`config.mk`:
```
export PLATFORM = sky130hd
export DESIGN_NAME = rans_escape_symbol_encoder_unit
export DESIGN_NICKNAME = d
export VERILOG_FILES = /design/src/hw/rtl/rse_pkg.sv /design/src/hw/rtl/rse_ctrl.sv /design/src/hw/rtl/rse_datapath.sv /design/src/hw/rtl/rans_escape_symbol_encoder_unit.sv
export SDC_FILE = /design/constraint.sdc
export NUM_CORES = 1
export LEC_CHECK = 0
export BUFFER_PORTS_ARGS = -buffer_cell sky130_fd_sc_hd__buf_2
export CORE_MARGIN = 1.5
export CORE_UTILIZATION = 40
export CTS_BUF_LIST = sky130_fd_sc_hd__clkbuf_4 sky130_fd_sc_hd__clkbuf_8
export CTS_CLUSTER_DIAMETER = 120
export CTS_CLUSTER_SIZE = 20
export DETAILED_ROUTE_END_ITERATION = 8
export PLACE_DENSITY = 0.52
export SLEW_MARGIN = 20
export SYNTH_ARGS = -nofsm -noshare
export SYNTH_HDL_FRONTEND = slang
export SYNTH_SLANG_ARGS = --single-unit
export TNS_END_PERCENT = 50
```
`constraint.sdc`:
```
create_clock -name clk_i -period 23.1 [get_ports clk_i]
set_input_delay 2.31 -clock clk_i [delete_from_list [all_inputs] [get_ports clk_i]]
set_output_delay 2.31 -clock clk_i [all_outputs]
set_load 0.01 [all_outputs]
```
`src/hw/rtl/rse_pkg.sv`:
```
// Shared constants, payload types, state and command codes for the rANS escape encoder.
package rse_pkg;

  localparam int PROB_BITS      = 16;
  localparam int BYPASS_BITS    = 4;
  localparam int STATE_W        = 64;
  localparam int WORD_W         = 32;
  localparam int SYM_W          = 16;
  localparam int RAW_W          = SYM_W + 2;
  localparam int NDIG_MAX       = (RAW_W + BYPASS_BITS - 1) / BYPASS_BITS;
  localparam int RAW_PAD_W      = NDIG_MAX * BYPASS_BITS;
  localparam int NDIG_W         = $clog2(NDIG_MAX + 1);
  localparam int DIG_IDX_W      = (NDIG_MAX > 1) ? $clog2(NDIG_MAX) : 1;
  localparam int CHUNK          = (1 << BYPASS_BITS) - 1;
  localparam int FREQ_W         = PROB_BITS + 1;
  localparam int DIV_RADIX_BITS = 4;
  localparam int DIV_STEPS      = STATE_W / DIV_RADIX_BITS;
  localparam int DIV_CNT_W      = $clog2(DIV_STEPS);
  localparam int CFG_IDX_W      = 1;
  localparam int CFG_DATA_W     = 16;

  localparam logic [CFG_IDX_W-1:0] CFG_ESCAPE_INDEX  = 1'd0;
  localparam logic [CFG_IDX_W-1:0] CFG_SYMBOL_OFFSET = 1'd1;

  typedef struct packed {
    logic signed [SYM_W-1:0] symbol_value;
    logic [15:0]             cdf_start;
    logic [15:0]             cdf_range;
    logic                    end_of_stream;
  } in_item_t;

  typedef struct packed {
    logic [WORD_W-1:0] out_word;
    logic              run_last;
    logic              is_flush_word;
  } out_item_t;

  typedef enum logic [3:0] {
    ST_IDLE, ST_PREP, ST_DIGIT, ST_COUNT, ST_CHUNK, ST_SREN, ST_DIV,
    ST_UPDATE, ST_FLUSH_HI, ST_FLUSH_LO, ST_FINISH
  } state_e;

  typedef enum logic [3:0] {
    OP_NONE, OP_LOAD, OP_DIGIT, OP_COUNT, OP_CHUNK, OP_SREN, OP_DIV,
    OP_UPDATE, OP_FLUSH_HI, OP_FLUSH_LO, OP_FINISH
  } op_e;

  typedef struct packed {
    op_e op;
  } cmd_t;

  typedef struct packed {
    logic esc;
    logic ndig_zero;
    logic dig_last;
    logic quo_zero;
    logic quo_one;
    logic div_last;
    logic eos;
    logic step_ok;
  } status_t;

endpackage

```
`src/hw/rtl/rse_ctrl.sv`:
```
// Sequencer that walks one transaction through escape digits, symbol coding and flush.
module rse_ctrl (
  input  logic            clk_i,
  input  logic            rst_ni,
  input  logic            in_valid_i,
  output logic            in_ready_o,
  input  rse_pkg::status_t st_i,
  output rse_pkg::cmd_t   cmd_o
);
  import rse_pkg::*;

  state_e state_q, state_d;

  always_ff @(posedge clk_i or negedge rst_ni) begin
    if (!rst_ni) begin
      state_q <= ST_IDLE;
    end else begin
      state_q <= state_d;
    end
  end

  always_comb begin
    state_d    = state_q;
    cmd_o.op   = OP_NONE;
    in_ready_o = 1'b0;
    unique case (state_q)
      ST_IDLE: begin
        in_ready_o = 1'b1;
        if (in_valid_i) begin
          cmd_o.op = OP_LOAD;
          state_d  = ST_PREP;
        end
      end
      ST_PREP: begin
        if (!st_i.esc)           state_d = ST_SREN;
        else if (st_i.ndig_zero) state_d = ST_COUNT;
        else                     state_d = ST_DIGIT;
      end
      ST_DIGIT: begin
        cmd_o.op = OP_DIGIT;
        if (st_i.step_ok && st_i.dig_last) state_d = ST_COUNT;
      end
      ST_COUNT: begin
        cmd_o.op = OP_COUNT;
        if (st_i.step_ok) state_d = st_i.quo_zero ? ST_SREN : ST_CHUNK;
      end
      ST_CHUNK: begin
        cmd_o.op = OP_CHUNK;
        if (st_i.step_ok && st_i.quo_one) state_d = ST_SREN;
      end
      ST_SREN: begin
        cmd_o.op = OP_SREN;
        if (st_i.step_ok) state_d = ST_DIV;
      end
      ST_DIV: begin
        cmd_o.op = OP_DIV;
        if (st_i.div_last) state_d = ST_UPDATE;
      end
      ST_UPDATE: begin
        cmd_o.op = OP_UPDATE;
        state_d  = st_i.eos ? ST_FLUSH_HI : ST_FINISH;
      end
      ST_FLUSH_HI: begin
        cmd_o.op = OP_FLUSH_HI;
        if (st_i.step_ok) state_d = ST_FLUSH_LO;
      end
      ST_FLUSH_LO: begin
        cmd_o.op = OP_FLUSH_LO;
        if (st_i.step_ok) state_d = ST_FINISH;
      end
      ST_FINISH: begin
        cmd_o.op = OP_FINISH;
        if (st_i.step_ok) state_d = ST_IDLE;
      end
      default: state_d = ST_IDLE;
    endcase
  end

endmodule

```
`src/hw/rtl/rse_datapath.sv`:
```
// Coder state, symbol folding, radix-16 divider and word output staging.
module rse_datapath (
  input  logic                          clk_i,
  input  logic                          rst_ni,
  input  rse_pkg::in_item_t             in_data_i,
  input  logic                          cfg_valid_i,
  output logic                          cfg_ready_o,
  input  logic [rse_pkg::CFG_IDX_W-1:0]  cfg_index_i,
  input  logic [rse_pkg::CFG_DATA_W-1:0] cfg_data_i,
  output logic                          out_valid_o,
  input  logic                          out_ready_i,
  output rse_pkg::out_item_t            out_data_o,
  input  rse_pkg::cmd_t                 cmd_i,
  output rse_pkg::status_t              st_o
);
  import rse_pkg::*;

  logic [15:0]              esc_idx_q;
  logic signed [SYM_W-1:0]  sym_off_q;
  logic [STATE_W-1:0]       x_q;
  logic [RAW_PAD_W-1:0]     raw_pad_q;
  logic                     esc_q, ndig_zero_q, eos_q;
  logic [DIG_IDX_W-1:0]     dig_q;
  logic [NDIG_W-1:0]        rem_q, quo_q;
  logic [FREQ_W-1:0]        freq_q;
  logic [15:0]              start_q;
  logic [FREQ_W-1:0]        r_q;
  logic [DIV_CNT_W-1:0]     div_cnt_q;
  logic [WORD_W-1:0]        pend_word_q;
  logic                     pend_flush_q, pend_v_q;
  out_item_t                out_q;
  logic                     out_v_q;

  assign cfg_ready_o = 1'b1;

  always_ff @(posedge clk_i or negedge rst_ni) begin
    if (!rst_ni) begin
      esc_idx_q <= '0;
      sym_off_q <= '0;
    end else if (cfg_valid_i) begin
      unique case (cfg_index_i)
        CFG_ESCAPE_INDEX:  esc_idx_q <= cfg_data_i;
        CFG_SYMBOL_OFFSET: sym_off_q <= $signed(cfg_data_i);
        default: ;
      endcase
    end
  end

  // Fold the incoming symbol into an unsigned raw value
  logic signed [SYM_W:0]   v;
  logic signed [SYM_W+1:0] v_ext, esc_ext, v_minus;
  logic                    f_neg, f_over;
  logic [RAW_W-1:0]        raw_in;
  logic [RAW_PAD_W-1:0]    raw_in_pad;
  logic [NDIG_W-1:0]       ndig_in;
  logic [FREQ_W-1:0]       freq_in;

  always_comb begin
    v       = $signed({in_data_i.symbol_value[SYM_W-1], in_data_i.symbol_value})
            - $signed({sym_off_q[SYM_W-1], sym_off_q});
    v_ext   = {v[SYM_W], v};
    esc_ext = $signed({2'b00, esc_idx_q});
    v_minus = v_ext - esc_ext;
    f_neg   = v[SYM_W];
    f_over  = !f_neg && (v_ext >= esc_ext);
    if (f_neg) raw_in = RAW_W'(~{v, 1'b0});
    else       raw_in = RAW_W'({v_minus, 1'b0});
    raw_in_pad = RAW_PAD_W'(raw_in);
    ndig_in = '0;
    for (int i = 0; i < NDIG_MAX; i++) begin
      if (|raw_in_pad[i*BYPASS_BITS +: BYPASS_BITS]) ndig_in = NDIG_W'(i + 1);
    end
    if (in_data_i.cdf_range == '0 || FREQ_W'(in_data_i.cdf_range) > FREQ_W'(1 << PROB_BITS))
      freq_in = FREQ_W'(1 << PROB_BITS);
    else
      freq_in = FREQ_W'(in_data_i.cdf_range);
  end

  // Renorm checks and bypass-bit update
  logic                   out_free, emit_ok, need_bits, need_sym;
  logic [BYPASS_BITS-1:0] bits_val;
  logic [STATE_W-1:0]     x_bits_src, x_bits_next;

  assign out_free  = !out_v_q || out_ready_i;
  assign emit_ok   = !pend_v_q || out_free;
  assign need_bits = |x_q[STATE_W-1:STATE_W-1-BYPASS_BITS];
  assign need_sym  = x_q[STATE_W-1:STATE_W-1-PROB_BITS] >= freq_q;

  always_comb begin
    case (cmd_i.op)
      OP_DIGIT: bits_val = raw_pad_q[dig_q*BYPASS_BITS +: BYPASS_BITS];
      OP_COUNT: bits_val = BYPASS_BITS'(rem_q);
      default:  bits_val = BYPASS_BITS'(CHUNK);
    endcase
    x_bits_src  = need_bits ? {{WORD_W{1'b0}}, x_q[STATE_W-1:WORD_W]} : x_q;
    x_bits_next = (x_bits_src << BYPASS_BITS) | STATE_W'(bits_val);
  end

  // Four restoring-division steps per cycle
  logic [FREQ_W:0]             div_t;
  logic [FREQ_W-1:0]           div_r;
  logic [DIV_RADIX_BITS-1:0]   div_qb;

  always_comb begin
    div_r  = r_q;
    div_qb = '0;
    div_t  = '0;
    for (int k = 0; k < DIV_RADIX_BITS; k++) begin
      div_t = {div_r, x_q[STATE_W-1-k]};
      if (div_t >= {1'b0, freq_q}) begin
        div_t = div_t - {1'b0, freq_q};
        div_qb[DIV_RADIX_BITS-1-k] = 1'b1;
      end
      div_r = div_t[FREQ_W-1:0];
    end
  end

  // Step gating and word emission
  logic              step_ok, emit_req, emit_flush, fin_req, load_out;
  logic [WORD_W-1:0] emit_word;

  always_comb begin
    emit_req   = 1'b0;
    emit_flush = 1'b0;
    emit_word  = x_q[WORD_W-1:0];
    fin_req    = 1'b0;
    step_ok    = 1'b1;
    case (cmd_i.op)
      OP_DIGIT, OP_COUNT, OP_CHUNK: begin
        emit_req = need_bits;
        step_ok  = !need_bits || emit_ok;
      end
      OP_SREN: begin
        emit_req = need_sym;
        step_ok  = !need_sym || emit_ok;
      end
      OP_FLUSH_HI: begin
        emit_req   = 1'b1;
        emit_flush = 1'b1;
        emit_word  = x_q[STATE_W-1:WORD_W];
        step_ok    = emit_ok;
      end
      OP_FLUSH_LO: begin
        emit_req   = 1'b1;
        emit_flush = 1'b1;
        step_ok    = emit_ok;
      end
      OP_FINISH: begin
        fin_req = 1'b1;
        step_ok = !pend_v_q || out_free;
      end
      default: ;
    endcase
  end

  // held word moves to the output register on a new emit or at finish
  assign load_out = step_ok && pend_v_q && (emit_req || fin_req);

  always_ff @(posedge clk_i or negedge rst_ni) begin
    if (!rst_ni) begin
      x_q          <= STATE_W'(64'd1 << 31);
      pend_word_q  <= '0;
      pend_flush_q <= 1'b0;
      pend_v_q     <= 1'b0;
      out_q        <= '0;
      out_v_q      <= 1'b0;
    end else begin
      if (load_out) begin
        out_q   <= '{out_word: pend_word_q, run_last: fin_req, is_flush_word: pend_flush_q};
        out_v_q <= 1'b1;
      end else if (out_v_q && out_ready_i) begin
        out_v_q <= 1'b0;
      end
      if (step_ok && emit_req) begin
        pend_word_q  <= emit_word;
        pend_flush_q <= emit_flush;
        pend_v_q     <= 1'b1;
      end else if (step_ok && fin_req) begin
        pend_v_q <= 1'b0;
      end
      if (step_ok) begin
        case (cmd_i.op)
          OP_DIGIT, OP_COUNT, OP_CHUNK: x_q <= x_bits_next;
          OP_SREN:     if (need_sym) x_q <= {{WORD_W{1'b0}}, x_q[STATE_W-1:WORD_W]};
          OP_DIV:      x_q <= {x_q[STATE_W-1-DIV_RADIX_BITS:0], div_qb};
          OP_UPDATE:   x_q <= (x_q << PROB_BITS) + STATE_W'(r_q) + STATE_W'(start_q);
          OP_FLUSH_LO: x_q <= STATE_W'(64'd1 << 31);
          default: ;
        endcase
      end
    end
  end

  // Per-transaction payload registers
  always_ff @(posedge clk_i) begin
    if (cmd_i.op == OP_LOAD) begin
      raw_pad_q   <= raw_in_pad;
      esc_q       <= f_neg || f_over;
      ndig_zero_q <= (ndig_in == '0);
      dig_q       <= DIG_IDX_W'(ndig_in - 1'b1);
      rem_q       <= ndig_in;
      quo_q       <= '0;
      freq_q      <= freq_in;
      start_q     <= in_data_i.cdf_start;
      eos_q       <= in_data_i.end_of_stream;
    end else begin
      // count-of-digits split into CHUNK-sized pieces, one subtract a cycle
      if (int'(rem_q) >= CHUNK) begin
        rem_q <= NDIG_W'(int'(rem_q) - CHUNK);
        quo_q <= quo_q + 1'b1;
      end else if (cmd_i.op == OP_CHUNK && step_ok) begin
        quo_q <= quo_q - 1'b1;
      end
      if (cmd_i.op == OP_DIGIT && step_ok) dig_q <= dig_q - 1'b1;
    end
    if (cmd_i.op == OP_SREN && step_ok) begin
      r_q       <= '0;
      div_cnt_q <= '0;
    end else if (cmd_i.op == OP_DIV) begin
      r_q       <= div_r;
      div_cnt_q <= div_cnt_q + 1'b1;
    end
  end

  assign st_o = '{
    esc:       esc_q,
    ndig_zero: ndig_zero_q,
    dig_last:  (dig_q == '0),
    quo_zero:  (quo_q == '0),
    quo_one:   (quo_q == NDIG_W'(1)),
    div_last:  (div_cnt_q == DIV_CNT_W'(DIV_STEPS - 1)),
    eos:       eos_q,
    step_ok:   step_ok
  };

  assign out_valid_o = out_v_q;
  assign out_data_o  = out_q;

  a_load_pend_empty: assert property (@(posedge clk_i) disable iff (!rst_ni)
    (cmd_i.op == OP_LOAD) |-> !pend_v_q) else $error("word held over into next transaction");

  a_div_rem_bound: assert property (@(posedge clk_i) disable iff (!rst_ni)
    (cmd_i.op == OP_DIV) |-> (r_q < freq_q)) else $error("divider remainder out of range");

  a_finish_drains: assert property (@(posedge clk_i) disable iff (!rst_ni)
    (cmd_i.op == OP_FINISH && step_ok) |=> !pend_v_q) else $error("finish left a word pending");

endmodule

```
`src/hw/rtl/rans_escape_symbol_encoder_unit.sv`:
```
// Top level of the 64-bit rANS encoder with escape coding of out-of-range symbols.
// One transaction in codes one symbol (fed in reverse stream order) into the 64-bit state and
// yields zero to nine 32-bit words out, in reverse reading order; run_last marks the final
// word of a transaction and is_flush_word the two state words written when end_of_stream is
// set, after which the state returns to 2^31. Symbols outside [0, escape_index) after
// subtracting symbol_offset are coded as the escape symbol, preceded (in coding order) by
// their folded raw value as 4-bit digits and a digit count. One transaction at a time is
// in flight, stepping through accept, dispatch, digits (escape only), count (escape only),
// renormalize, divide, state update, flush (only on end_of_stream) and finish; the output
// side can stall the steps that emit words and the finish. The divide by the symbol frequency,
// retiring 4 quotient bits a cycle, dominates. Words pass through a one-word hold stage
// (so the last word can be tagged) and a registered output stage; configuration writes
// are always accepted and must only be issued while the block is idle.
module rans_escape_symbol_encoder_unit (
  input  logic                          clk_i,
  input  logic                          rst_ni,
  input  logic                          in_valid_i,
  output logic                          in_ready_o,
  input  rse_pkg::in_item_t             in_data_i,
  output logic                          out_valid_o,
  input  logic                          out_ready_i,
  output rse_pkg::out_item_t            out_data_o,
  input  logic                          cfg_valid_i,
  output logic                          cfg_ready_o,
  input  logic [rse_pkg::CFG_IDX_W-1:0]  cfg_index_i,
  input  logic [rse_pkg::CFG_DATA_W-1:0] cfg_data_i
);
  import rse_pkg::*;

  cmd_t    cmd;
  status_t st;

  // sequencer: one state per coding phase
  rse_ctrl u_ctrl (
    .clk_i      (clk_i),
    .rst_ni     (rst_ni),
    .in_valid_i (in_valid_i),
    .in_ready_o (in_ready_o),
    .st_i       (st),
    .cmd_o      (cmd)
  );

  // coder state, divider, config registers and output staging
  rse_datapath u_dp (
    .clk_i       (clk_i),
    .rst_ni      (rst_ni),
    .in_data_i   (in_data_i),
    .cfg_valid_i (cfg_valid_i),
    .cfg_ready_o (cfg_ready_o),
    .cfg_index_i (cfg_index_i),
    .cfg_data_i  (cfg_data_i),
    .out_valid_o (out_valid_o),
    .out_ready_i (out_ready_i),
    .out_data_o  (out_data_o),
    .cmd_i       (cmd),
    .st_o        (st)
  );

endmodule
```
# Yosys cells after proc, flatten, opt, wreduce, memory -nomap -nowiden
# Index checks and enable logic that the tools add are counted.
[totals] regBits=253 word_cells=170
[op_classes] add_sub_neg=12 n_lt_le_gt_ge=7 eq_ne=32 n_shift=1 n_mux=47 bitwise_logic=3 reduce_logical=45
[op_table] cell="$pmux W64 S5" count=1
[op_table] cell="$mux W17" count=5
[op_table] cell="$sub A17 B17 Y17" count=5
[op_table] cell="$ge A18 B17 Y1" count=4
[op_table] cell="$add A64 B16 Y64" count=1
[op_table] cell="$add A64 B17 Y64" count=1
[op_table] cell="$mux W64" count=1
[op_table] cell="$or A64 B4 Y64" count=1
[op_table] cell="$mux W60" count=1
[op_table] cell="$pmux W4 S11" count=1
[op_table] cell="$mux W4" count=10
[op_table] cell="$pmux W4 S10" count=1
[op_table] cell="$ge A17 B17 Y1" count=2
[op_table] cell="$eq A4 B3 Y1 const B" count=8
[op_table] cell="$mux W32" count=1
[op_table] cell="$eq A4 B4 Y1 const B" count=7
[op_table] cell="$shiftx A20 B6 Y4" count=1
[op_table] cell="$mux W18" count=1
[op_table] cell="$not A18 Y18" count=1
[op_table] cell="$gt A16 B17 Y1 const B" count=1
[op_table] cell="$sub A16 B16 Y17" count=1
[op_table] cell="$eq A4 B2 Y1 const B" count=4
[op_table] cell="$logic_not A16 Y1" count=1
[op_table] cell="$ne A2 B1 Y1 const B" count=8
[op_table] cell="25 further kinds" count=79

# Longest topological paths before layout
[logic_depth] word_depth=11 depth_mapped=49 mapped_depth_nobuf=44

# Hierarchy
# A second synthesis with hierarchy kept.
[unflattened] hier_cells=2108 area_unflattened_um2=19269.7
[modules_own_cells] module="rse_datapath" instances=1 cells_per_inst=2059 area_per_inst_um2=18829.3 seq_area_each_um2=6412.4
[modules_own_cells] module="rse_ctrl" instances=1 cells_per_inst=49 area_per_inst_um2=440.4 seq_area_each_um2=100.1

# Worst setup path after synthesis
# OpenSTA, ideal clock, no wires.
[synth_timing] path_kind="register -> register" start="register u_dp.x_q[63]" end="register u_dp.r_q[11]" setup_ps=134 arrival_time_ps=9857 slack_ps=13108 stages_incl_launch_ff=48 period_less_slack_ps=9992 cell_sequence="dfrtp_1 > inv_1 > ha_1 > inv_1 > fa_1 > a211oi_1 > o21ai_1 > a21oi_2 > o2111ai_1 > a31oi_1 > o21ai_0 > ha_1 > a211oi_1 > nor2_1 > o41ai_2 > a211oi_1 > o21ai_0 > o211ai_1 > (+12 left out) > a311o_1 > nor3_1 > nor3_1 > a21oi_1 > inv_1 > fa_1 > a21o_1 > a21o_1 > a211oi_2 > o211ai_1 > a31o_2 > a21o_1 > o221a_2 > or2_1 > buf_1 > clkbuf_1 > o211ai_1 > o221ai_1"
[synth_via] elab_chain_len=8
[synth_rtl] element="from (decl)" line="rse_datapath.sv:20" text="logic [STATE_W-1:0] x_q;"
[synth_rtl] element="from (signal assigned)" line="rse_datapath.sv:161" text="x_q <= STATE_W'(64'd1 << 31);"
[synth_rtl] element="from (signal assigned)" line="rse_datapath.sv:183" text="OP_DIGIT, OP_COUNT, OP_CHUNK: x_q <= x_bits_next;"
[synth_rtl] element="from (signal assigned)" line="rse_datapath.sv:184" text="OP_SREN: if (need_sym) x_q <= {{WORD_W{1'b0}}, x_q[STATE_W-1:WORD_W]};"
[synth_rtl] element="$sub A17 B17 Y17 / $ge A18 B17 Y1 (equally long branches)" line="rse_datapath.sv:111, rse_datapath.sv:110"
[synth_rtl] element="$mux W17" line="rse_datapath.sv:110" text="if (div_t >= {1'b0, freq_q}) begin"
[synth_rtl] element="$sub A17 B17 Y17 / $ge A18 B17 Y1 (equally long branches)" line="rse_datapath.sv:111, rse_datapath.sv:110"
[synth_rtl] element="$mux W17" line="rse_datapath.sv:110"
[synth_rtl] element="$sub A17 B17 Y17 / $ge A18 B17 Y1 (equally long branches)" line="rse_datapath.sv:111, rse_datapath.sv:110"
[synth_rtl] element="$mux W17" line="rse_datapath.sv:110"
[synth_rtl] element="$sub A17 B17 Y17 / $ge A18 B17 Y1 (equally long branches)" line="rse_datapath.sv:111, rse_datapath.sv:110"
[synth_rtl] element="$mux W17" line="rse_datapath.sv:110"
[synth_rtl] element="to (signal assigned)" line="rse_datapath.sv:220" text="r_q <= div_r;"
[synth_rtl] element="to (decl)" line="rse_datapath.sv:27" text="logic [FREQ_W-1:0] r_q;"
# Several ways; a longest one is shown, not always the timed one.
# A chain may end at the register's enable or synchronous reset.

# Worst setup path in the final report
[layout_timing] start="register u_dp.x_q[63]" end="register u_dp.x_q[0]"
[layout_via] elab_chain_len=9
[layout_rtl] element="$sub A17 B17 Y17 / $ge A18 B17 Y1 (equally long branches)" line="rse_datapath.sv:111, rse_datapath.sv:110"
[layout_rtl] element="$mux W17" line="rse_datapath.sv:110"
[layout_rtl] element="$sub A17 B17 Y17 / $ge A18 B17 Y1 (equally long branches)" line="rse_datapath.sv:111, rse_datapath.sv:110"
[layout_rtl] element="$mux W17" line="rse_datapath.sv:110"
[layout_rtl] element="$sub A17 B17 Y17 / $ge A18 B17 Y1 (equally long branches)" line="rse_datapath.sv:111, rse_datapath.sv:110"
[layout_rtl] element="$mux W17" line="rse_datapath.sv:110"
[layout_rtl] element="$ge A18 B17 Y1" line="rse_datapath.sv:110"
[layout_rtl] element="$mux W1" line="rse_datapath.sv:110"
[layout_rtl] element="$pmux W64 S5" line="rse_datapath.sv:182" text="case (cmd_i.op)"
# Several ways; a longest one is shown, not always the timed one.

==> PnR_summary.wiki <==
{| class="wikitable"
! Metric !! Value
|-
| Sequential element share of the synthesized area || 0.334
|-
| Final Critical Period || 12040 ps
|-
| Number of cells produced by synthesis || 2229
|-
| End point of the most critical hold path || u_dp.pend_word_q[14]$_DFFE_PN0P_
|-
| Row count || 80
|-
| Synth top area share || 0.215
|-
| Later-pin clock latency in the skew report || 610 ps
|-
| CTS tree || done
|-
| Flops & latches, synth || 253
|-
| Largest area contributor in the synthesized netlist || dfrtp_1
|-
| Flip-flop cell with the highest count after synthesis || dfrtp_1
|-
| Initial antenna violation count || 0
|-
| GRT overflow || 0
|-
| Combined flip-flop and latch cell area || 6510 µm²
|-
| Endpoint kind of the worst setup timing path || flop
|-
| Max Transition Viols Final || 0
|-
| Layout fillers || 4792
|-
| Post-route ant nets || 0
|-
| DRC Markers || 0
|-
| Launch point of the worst hold path || u_dp.pend_word_q[14]$_DFFE_PN0P_
|-
| Top fanout value on the critical path || 17
|-
| Outcome || finished clean
|-
| Number of iterations in the first detailed-routing pass || 6
|-
| Routed vias/inst || 6.07
|-
| Utilization after layout || 0.434
|-
| Net Count, Synth || 2447
|-
| Estimated wirelength of the detail-placed design || 49.7 mm
|-
| Type of the most critical hold path || flop to flop
|-
| Number of enable-type register cells in the synthesized netlist || 60
|-
| Global-route wire length before repair || 102 mm
|-
| Setup repair after global routing missed its margin || no
|-
| Critical Path Most Common Cell || a211oi_1
|-
| Number of I/O pins || 108
|-
| Initial detailed-routing violation count || 1592
|-
| Worst R2R Path Depth || 41
|-
| Classification of the worst setup path || flop to flop
|-
| Sinks on Clock Net || 253
|-
| Number of synthesis warnings || 0
|-
| Syn avg cell area || 8.76 µm²
|-
| Critical path data required time || 23580 ps
|-
| Worst r2r src || u_dp.x_q[63]$_DFFE_PN0P_
|-
| Initial cell density of the core || 0.407
|-
| Post-synthesis instance area || 19500 µm²
|-
| Largest net degree at the start of global routing || 69
|-
| Port bufs || 106
|-
| Remaining max-slew budget at the tightest pin || 0.279
|-
| Cell Count Post-Placement || 2839
|-
| Delay of the slowest cell on the worst path || 730 ps
|-
| Clock transition at the registers of the reported paths || 160 ps
|-
| Via count || 17400
|-
| Combined global-route utilization of all metal layers || 0.261
|-
| CTS root buffer || clkbuf_8
|-
| Routed wire per std cell || 22.9 µm
|-
| Die X || 224 µm
|-
| Worst endpoint data arrival time || 12530 ps
|-
| Post-Route WL || 65.7 mm
|-
| Design area || 20800 µm²
|-
| Number of global-route vias before repair || 16700
|-
| Die Ht || 224 µm
|-
| Fraction of layout cells with a size suffix above 1 || 0.122
|-
| Reg2reg end || u_dp.x_q[0]$_DFFE_PN0P_
|-
| Crit path launch type || flop
|-
| DIE AREA || 50100 µm²
|-
| Post-synth ARST share || 0.668
|-
| Post-cts sizing count || 0
|-
| Final #Nets || 2461
|-
| Maximum clock skew at final layout || 55.9 ps
|-
| Min-Delay Path Depth || 2
|-
| Maximum buffer depth of the clock tree || 3
|-
| Area after DPL || 20500 µm²
|-
| Post-CTS repair timing setup buffer count || 0
|-
| Setup total negative slack || 0 ps
|-
| Maxcap violations || 0
|-
| Number of diodes added for antenna fixing || 0
|-
| Area of the multi-input gates || 12000 µm²
|-
| CTS Hold Buffers Added || 0
|-
| Maximum achievable frequency || 83.0 MHz
|-
| Finish-stage setup viols || 0
|-
| Synth top area cells || dfrtp_1 22%, edfxtp_1 9.2%, ha_1 9.0%, nand2_1 4.2%, xnor2_1 3.9%
|-
| Clock buffers created by TritonCTS || 17
|-
| Final Hold Vio Count || 0
|-
| Count of unique library cells instantiated by Yosys || 93
|-
| Area inside the core boundary || 47900 µm²
|-
| Final weighted congestion in routability-driven placement || 0.944
|-
| Slew of the pin with the lowest slew margin || 1050 ps
|-
| H-Tree Depth || 1
|-
| Worst R2R Setup Slack || 11060 ps
|-
| Layout area overhead || 6.51%
|-
| Layout Cells excl Fill || 2868
|-
| Portion of the clock cycle consumed by the worst path in the final layout || 0.521
|-
| Library cell contributing the largest single delay on the critical path || a31oi_1
|}
==> through the flow <==
step / hold WS (ps) / worst slack, ps
4_1_cts: 501 / 11310
6_report: 490 / 11060
3_5_place_dp: 470 / 11370
5_1_grt: 524 / 10010
3_3_place_gp: 459 / 11570
2_1_floorplan: 443 / 13110
==> worst max path at each step <==
stage,from,endpoint,slack (ps),depth (start not counted)
floorplan,u_dp.x_q[63]$_DFFE_PN0P_,u_dp.r_q[11]$_SDFFE_PP0P_,13110,47
global placement,u_dp.x_q[63]$_DFFE_PN0P_,u_dp.x_q[0]$_DFFE_PN0P_,11570,42
detailed placement,u_dp.x_q[63]$_DFFE_PN0P_,u_dp.x_q[0]$_DFFE_PN0P_,11370,42
CTS,u_dp.x_q[63]$_DFFE_PN0P_,u_dp.x_q[0]$_DFFE_PN0P_,11310,42
global route,u_dp.x_q[63]$_DFFE_PN0P_,u_dp.r_q[1]$_SDFFE_PP0P_,10010,41
finish,u_dp.x_q[63]$_DFFE_PN0P_,u_dp.x_q[0]$_DFFE_PN0P_,11060,41
==> sequential cells by signal, indices dropped and copies added (netlist names), 4 cells and up <==
name / cells
u_dp.raw_pad_q: 18
u_dp.esc_idx_q: 16
u_dp.pend_word_q: 32
u_dp.freq_q: 17
u_dp.start_q: 16
u_dp.r_q: 17
u_dp.sym_off_q: 16
u_dp.div_cnt_q: 4
u_dp.x_q: 64
u_ctrl.state_q: 4
u_dp.out_data_o: 34
==> logic make-up after synthesis <==
| group | after synthesis | share of synthesized area |
|---|---|---|
| adder cells (fa/ha/maj) | 147 | 0.0969 |
| XOR/XNOR | 131 | 0.0588 |
| flip-flops | 253 | 0.334 |
| multiplexers | 137 | 0.0776 |
| AO/OA/AOI/OAI | 649 | 0.221 |
| other | 1 | 0.000192 |
| AND/OR/NAND/NOR | 661 | 0.161 |
| buffers and inverters | 250 | 0.0510 |
==> cells in the mapped netlist, drive strengths merged (8+ instances only) <==
| cell | n |
|---|---|
| nand2b | 18 |
| dfxtp | 24 |
| o211ai | 36 |
| nand4 | 41 |
| o221ai | 23 |
| a211oi | 23 |
| dfrtp | 168 |
| o211a | 9 |
| xor2 | 43 |
| ha | 140 |
| o31a | 8 |
| or3 | 15 |
| nor3 | 53 |
| o21ai | 155 |
| o31ai | 16 |
| a22oi | 22 |
| mux2 | 69 |
| nor2b | 21 |
| xnor2 | 88 |
| nand3 | 53 |
| nor4 | 11 |
| a221oi | 16 |
| a31oi | 15 |
| and3 | 17 |
| inv | 119 |
| a31o | 8 |
| or2 | 17 |
| nand2 | 219 |
| edfxtp | 60 |
| o21bai | 14 |
| mux2i | 64 |
| nor2 | 158 |
| a2111oi | 8 |
| and4 | 8 |
| buf | 35 |
| a21o | 46 |
| and2 | 16 |
| a21oi | 148 |
| clkbuf | 96 |
| o21a | 35 |
| o22ai | 17 |
==> layout make-up <==
cell class                 instances  share of cell area
clock buffer                      26              0.0145
clock inverter                     3             0.00163
inverter                         119              0.0215
multi-input combinational       1726               0.579
sequential                       253               0.313
tap                              615              0.0370
timing repair buffer             126              0.0330
==> routing by layer <==
layer	GRT usage	share of wire	wire length (µm)	vias to the layer above
met5	0	0	0	-
met4	0.0841	0.035	2280	0
met3	0.0270	0.064	4230	119
met2	0.405	0.44	29100	696
met1	0.380	0.46	30100	8422
li1	-	-	-	8177
==> placed cells by master, fill, tap and decap left out, types with 20 or more instances in the layout <==
master    count
a211oi_1     21
a21o_1       46
a21oi_1     147
a22oi_1      21
buf_2       105
buf_4        20
dfrtp_1     168
dfxtp_1      24
edfxtp_1     60
ha_1        140
inv_1       119
mux2_2       64
mux2i_1      63
nand2_1     218
nand3_1      51
nand4_1      41
nor2_1      156
nor2b_1      20
nor3_1       51
o211ai_1     36
o21a_1       35
o21ai_0     147
o221ai_1     23
xnor2_1      88
xor2_1       43
==> critical path: cells and delay by family (launching register included) <==
family	cells	cell delay, ps
AND/OR/NAND/NOR	8	2140
AO/OA/AOI/OAI	24	6780
buffers and inverters	3	270
flip-flops	1	460
adder cells (fa/ha/maj)	5	1840
multiplexers	1	440
Power is not shown: default switching activity piles up to over one toggle a cycle in this logic, so the estimate is an artifact.
